===== config.mk =====
export PLATFORM = sky130hd
export DESIGN_NAME = atma_queue
export DESIGN_NICKNAME = d
export VERILOG_FILES = /design/src/hw/rtl/atma_pkg.sv /design/src/hw/rtl/atma_queue.sv
export SDC_FILE = /design/constraint.sdc
export NUM_CORES = 1
export LEC_CHECK = 0
export ABC_CLOCK_PERIOD_IN_PS = 18900
export CORE_ASPECT_RATIO = 2
export CORE_MARGIN = 3
export CORE_UTILIZATION = 50
export CTS_BUF_LIST = sky130_fd_sc_hd__clkbuf_4
export DETAILED_ROUTE_END_ITERATION = 6
export DONT_BUFFER_PORTS = 1
export GPL_ROUTABILITY_DRIVEN = 0
export PLACE_DENSITY = 0.67
export REMOVE_ABC_BUFFERS = 1
export SYNTH_ARGS = -nofsm -noshare
export SYNTH_HDL_FRONTEND = slang
export SYNTH_SLANG_ARGS = --single-unit
export TNS_END_PERCENT = 30

===== constraint.sdc =====
create_clock -name clock -period 18.9 [get_ports clock]
set_input_delay 3.78 -clock clock [delete_from_list [all_inputs] [get_ports clock]]
set_output_delay 3.78 -clock clock [all_outputs]
set_load 0.01 [all_outputs]

===== src/hw/rtl/atma_pkg.sv =====
// Package for the axis torque magnitude accumulator.
// Shared types, widths and register indexes; no dependencies.
package atma_pkg;

   localparam int unsigned CoordW   = 32;
   localparam int unsigned DirW     = 16;
   localparam int unsigned SumW     = 48;
   localparam int unsigned CsrIdxW  = 3;
   localparam int unsigned CsrDataW = 32;
   localparam int unsigned QueueDepth = 2;

   localparam logic [CsrIdxW-1:0] RegOriginX = 3'd0;
   localparam logic [CsrIdxW-1:0] RegOriginY = 3'd1;
   localparam logic [CsrIdxW-1:0] RegOriginZ = 3'd2;
   localparam logic [CsrIdxW-1:0] RegDirX    = 3'd3;
   localparam logic [CsrIdxW-1:0] RegDirY    = 3'd4;
   localparam logic [CsrIdxW-1:0] RegDirZ    = 3'd5;

   localparam logic signed [DirW-1:0] DirZReset = 16'sd16384;

   // lever arm and force handed from front to back
   typedef struct packed {
      logic signed [31:0] rx;
      logic signed [31:0] ry;
      logic signed [31:0] rz;
      logic signed [31:0] fx;
      logic signed [31:0] fy;
      logic signed [31:0] fz;
      logic               first;
   } job_type;

   typedef enum logic [2:0] {
      FE_IDLE, FE_DOT, FE_PROJ, FE_LEVER, FE_PUSH
   } fe_state_type;

   typedef enum logic [2:0] {
      BE_IDLE, BE_MUL, BE_MAG, BE_SQR, BE_ROOT, BE_ACC, BE_OUT
   } be_state_type;

   function automatic logic signed [63:0] rnd14(input logic signed [63:0] v);
      logic signed [63:0] w;
      begin
         w = v + 64'sd8192;
         return w >>> 14;
      end
   endfunction

   function automatic logic signed [31:0] sat32(input logic signed [63:0] v);
      begin
         if (v > 64'sd2147483647) return 32'sh7fffffff;
         else if (v < -64'sd2147483648) return 32'sh80000000;
         else return v[31:0];
      end
   endfunction

endpackage


===== src/hw/rtl/atma_queue.sv =====
// Short job queue between front and back ends.
// Depends on atma_pkg.
module atma_queue #(
   parameter int unsigned Depth = atma_pkg::QueueDepth
) (
   input  logic              clock,
   input  logic              reset,
   input  logic              in_valid,
   output logic              in_ready,
   input  atma_pkg::job_type in_data,
   output logic              out_valid,
   input  logic              out_ready,
   output atma_pkg::job_type out_data
);

   localparam int unsigned PtrW = (Depth > 1) ? $clog2(Depth) : 1;

   atma_pkg::job_type  mem_ff [Depth];
   logic [PtrW-1:0]    wp_ff, rp_ff;
   logic [PtrW:0]      cnt_ff;
   logic               push, pop;

   assign in_ready  = (cnt_ff != (PtrW+1)'(Depth));
   assign out_valid = (cnt_ff != '0);
   assign push = in_valid && in_ready;
   assign pop  = out_valid && out_ready;
   assign out_data = mem_ff[rp_ff];

   always_ff @(posedge clock) begin
      if (reset) begin
         wp_ff <= '0; rp_ff <= '0; cnt_ff <= '0;
      end else begin
         if (push) wp_ff <= (wp_ff == PtrW'(Depth-1)) ? '0 : wp_ff + 1'b1;
         if (pop)  rp_ff <= (rp_ff == PtrW'(Depth-1)) ? '0 : rp_ff + 1'b1;
         cnt_ff <= cnt_ff + (PtrW+1)'(push) - (PtrW+1)'(pop);
      end
   end

   always_ff @(posedge clock) begin
      if (push) mem_ff[wp_ff] <= in_data;
   end

endmodule


== Word level (Yosys, flattened, before mapping) ==
Memories as Yosys holds them, arrays and structs flattened. A register that Yosys moved wholly into a read port is not among the register bits.
Index checks and enable logic that the tools add are counted.
Word-level totals
  register bits: 4
  input bits: 197
  memories: 1
  memory bits (writable): 386
Memories
  mem_ff: words 2, bits a word 193, rd ports 1, clocked after Yosys merged registers in 1, write ports 1, RTL line atma_queue.sv:18  | atma_pkg::job_type mem_ff [Depth];
Operators by class
  muxes and demuxes: 6
  add/sub/neg operators: 4
  equal/unequal tests: 1
  reduce and logical (&&, ||, !) cells: 3
Operator list (number)
  $mux 1: 6
  $add 1x1->1 const B: 2
  $add 2x1->2: 1
  $logic_and 1x1->1: 2
  $ne 2x2->1 const B: 1
  $reduce_bool 2->1: 1
  $sub 2x1->2: 1

== Longest topological paths before layout ==
  depth in word-level cells: 4
  mapped depth: 6
  mapped depth without buffers: 6

== Worst setup path after synthesis ==
OpenSTA, ideal clock, no wires.
  path kind: input -> register
  from: in in_valid
  to: mem mem_ff[1][0] in the netlist's numbering (enable)
  arrival: 8.241 ns
  buffers on the path: 0
  stages: 1
  setup slack: 10.081 ns
  data required time: 18.322 ns
  path through: and3_1
Between the ends
  cells in the longest elaborated chain, start to end: 3
Ends and longest elaborated chain
  start: declaration: RTL line atma_queue.sv:8  | input logic in_valid,
  $logic_and 1x1->1: RTL line atma_queue.sv:25  | assign push = in_valid && in_ready;
  $mux 1: RTL line atma_queue.sv:40  | if (push) mem_ff[wp_ff] <= in_data;
  $mux 1 (implied by the code): RTL line atma_queue.sv:40
  end: declaration: RTL line atma_queue.sv:18
Every way passes these cells.

==> flow_summary_export.csv <==
group,metric,value,unit
hold_path,hp-class,"reg -> reg",
critical_path,critPathArrivalTime,2.71,ns
yosys,syn_avg_cell_area,22.63,um2
die,die-area,0.03066,mm2
detailed_routing,ant_nets,0,
timing,final-hold-violation-count,0,
critical_path,crit_fanout,96,
detailed_routing,dr.pass1.iters,4,
die,coreArea,0.02776,mm2
global_routing,grt_pass1_wl,40.86,mm
cts,cts_hold_buffers,0,
yosys,synthFlopType,"edfxtp_1",
cts,clock_path_buffers,3,
global_routing,grt_max_degree,106,
final_layout,fillCellCount,2116,
timing,slew_violations,0,
global_routing,grt-ovfl-total,0,
yosys,async_flop_share,0,%
timing,max_slew.worst_pin.slew,1.248,ns
yosys,synthCells,629,
placement,port_buffers,0,
detailed_routing,routed_wl,28.45,mm
global_routing,grt_pass1_vias,6734,
critical_path,rr_startpoint,"cnt_ff[0]",
hold_path,holdPathStages,2,
cts,clockRootBuffer,"clkbuf_4",
global_routing,antenna_found_initial,1,
detailed_routing,wl_per_cell,25.70,um
detailed_routing,vias,6087,
detailed_routing,drcViolationCount,0,
hold_path,hold_path_startpoint,"rp_ff",
status,status,"complete, no violations",
power_and_ir_drop,leakagePower,0.005017,uW
critical_path,start_kind,"register",
die,rows,86,
cts,post_cts_resized,0,
timing,skew,0.02624,ns
yosys,ys_seq_area_share,82.12,%
timing,slew_headroom,16.82,%
critical_path,r2r_cells,4,
cts,cts_tree,"done",
yosys,ys_warn_count,0,
final_layout,multiInputGateArea,0.002331,mm2
timing,period_share,34.35,%
power_and_ir_drop,power_density,128.3,mW/mm2
yosys,ys_types,22,
power_and_ir_drop,peakVddDrop,101.8,uV
yosys,synth_edf_count,386,
yosys,ys_ff_latch,391,
final_layout,nNetsFinal,895,
global_routing,grt_usage,18.22,%
timing,fmax,0.1540,GHz
cts,ctsHtreeMaxLevel,3,
timing,rsz0062_at_grt,"no",
cts,cts_buffers,82,
critical_path,crit_type,"reg -> out",
critical_path,r2r_end,"mem_ff[0][89]",
placement,hpwl,19.84,mm
die,die_w,125.3,um
timing,fin_setup_tns,0,ns
detailed_routing,drt_iter0_markers,367,
cts,postCtsSetupBuffers,0,
critical_path,r2r_slack,15.88,ns
die,chipHeight,244.6,um
final_layout,ff_latch_area,0.01170,mm2
run,drv_cap,0,
critical_path,required,15.12,ns
placement,dp_slack,12.82,ns
detailed_routing,vias_per_cell,5.499,
cts,clock_latency,0.71,ns
cts,clk_pin_slew,0.08,ns
timing,finalSetupViolCount,0,
die,start_util,51.28,%
timing,period_minus_slack,6.492,ns
die,ios,392,
cts,cts.sinks,391,
yosys,syn_area,0.01424,mm2
final_layout,drive_above_1_share,43.09,%
critical_path,crit_path_end_kind,"output port",
timing,fin_ws,12.41,ns
final_layout,syn_to_final_growth,8.832,%
-- cells in the mapped netlist (2+ instances only) --
cell type | instances | share of area (%)
buf_2 | 2 | 0.070
buf_4 | 2 | 0.11
buf_6 | 17 | 1.3
dfxtp_1 | 5 | 0.70
edfxtp_1 | 386 | 81
mux2_2 | 194 | 15
nor2_1 | 5 | 0.13
nor2b_1 | 3 | 0.13
o21ai_0 | 2 | 0.070
-- worst max-delay path: stages, from the launching register on --
cell and delay (ns):
dfxtp_4 0.48, buf_4 0.89, mux2_2 0.47
-- layer usage --
layer | track usage, % | wire length [um] | vias up
met5 | 0 | 0 | -
met4 | 11.65 | 1451 | 0
met3 | 9.451 | 2800 | 63
met2 | 33.22 | 16310 | 317
met1 | 14.75 | 7883 | 3010
li1 | - | - | 2697
-- worst max-delay path by stage --
stage	to	slack, ns	cells past startpoint
floorplan	out_data[0]	9.88	1
global placement	mem_ff[0][120]	12.88	3
detailed placement	mem_ff[0][93]	12.82	3
CTS	out_data[57]	12.30	2
global route	out_data[84]	12.20	2
finish	out_data[139]	12.41	2
-- placed cells by master, fill, tap and decap left out, drive strengths merged --
master	instances
ha	1
clkbuf	106
nor2b	3
and3	1
o21ai	2
nand2b	1
xor2	1
clkinv	25
diode	3
nand3b	1
a32oi	1
buf	5
clkinvlp	5
bufinv	1
dfxtp	5
inv	3
a21bo	2
edfxtp	386
or2	1
a211oi	1
mux2	194
nand3	1
a21oi	1
nor2	5
-- flip-flops by register name, indices dropped and copies added, names as in the netlist, named ones only --
register,count
rp_ff,1
mem_ff,386
cnt_ff,2
wp_ff,1
-- layout make-up --
| cell class | instances | share of cell area, % |
|---|---|---|
| Antenna cell | 3 | 0.04845 |
| Clock buffer | 106 | 5.136 |
| Clock inverter | 33 | 1.139 |
| Inverter | 1 | 0.07267 |
| Multi-Input combinational cell | 216 | 15.04 |
| Sequential cell | 391 | 75.48 |
| Tap cell | 352 | 2.842 |
| Timing Repair Buffer | 5 | 0.2422 |
-- report_power, final --
group / total, uW / switching (uW) / leakage (uW) / internal (uW)
clock network: 570 / 292 / 0.000564 / 278
registers: 1080 / 23.5 / 0.00365 / 1060
logic: 338 / 213 / 0.000799 / 126
-- per-stage QoR --
step | std cells | hold WS [ns] | utilization [%] | total power (uW) | cell area, um2
after global routing | 1105 | 0.5837 | 55.80 | 2081 | 15490
after global placement | 965 | 0.4844 | 52.29 | 1434 | 14520
after CTS | 1104 | 0.5360 | 55.79 | 2019 | 15490
after detailed placement | 965 | 0.5168 | 52.29 | 1444 | 14520
after floorplan | 608 | 0.4725 | - | 1395 | 14020
final | 1107 | 0.5300 | 55.81 | 1988 | 15490
-- cell families (layout without fill, tap and decap cells) --
logic type               after synthesis  in the layout  synth area share (%)
other                                  0              3                     0
adder cells (fa/ha/maj)                1              1               0.08787
multiplexers                         194            194                 15.34
buffers and inverters                 22            145                 1.547
AND/OR/NAND/NOR                       13             13                0.4834
flip-flops                           391            391                 82.12
XOR/XNOR                               1              1               0.06153
AO/OA/AOI/OAI                          7              7                0.3603
Power figures use the tool's default switching activity.
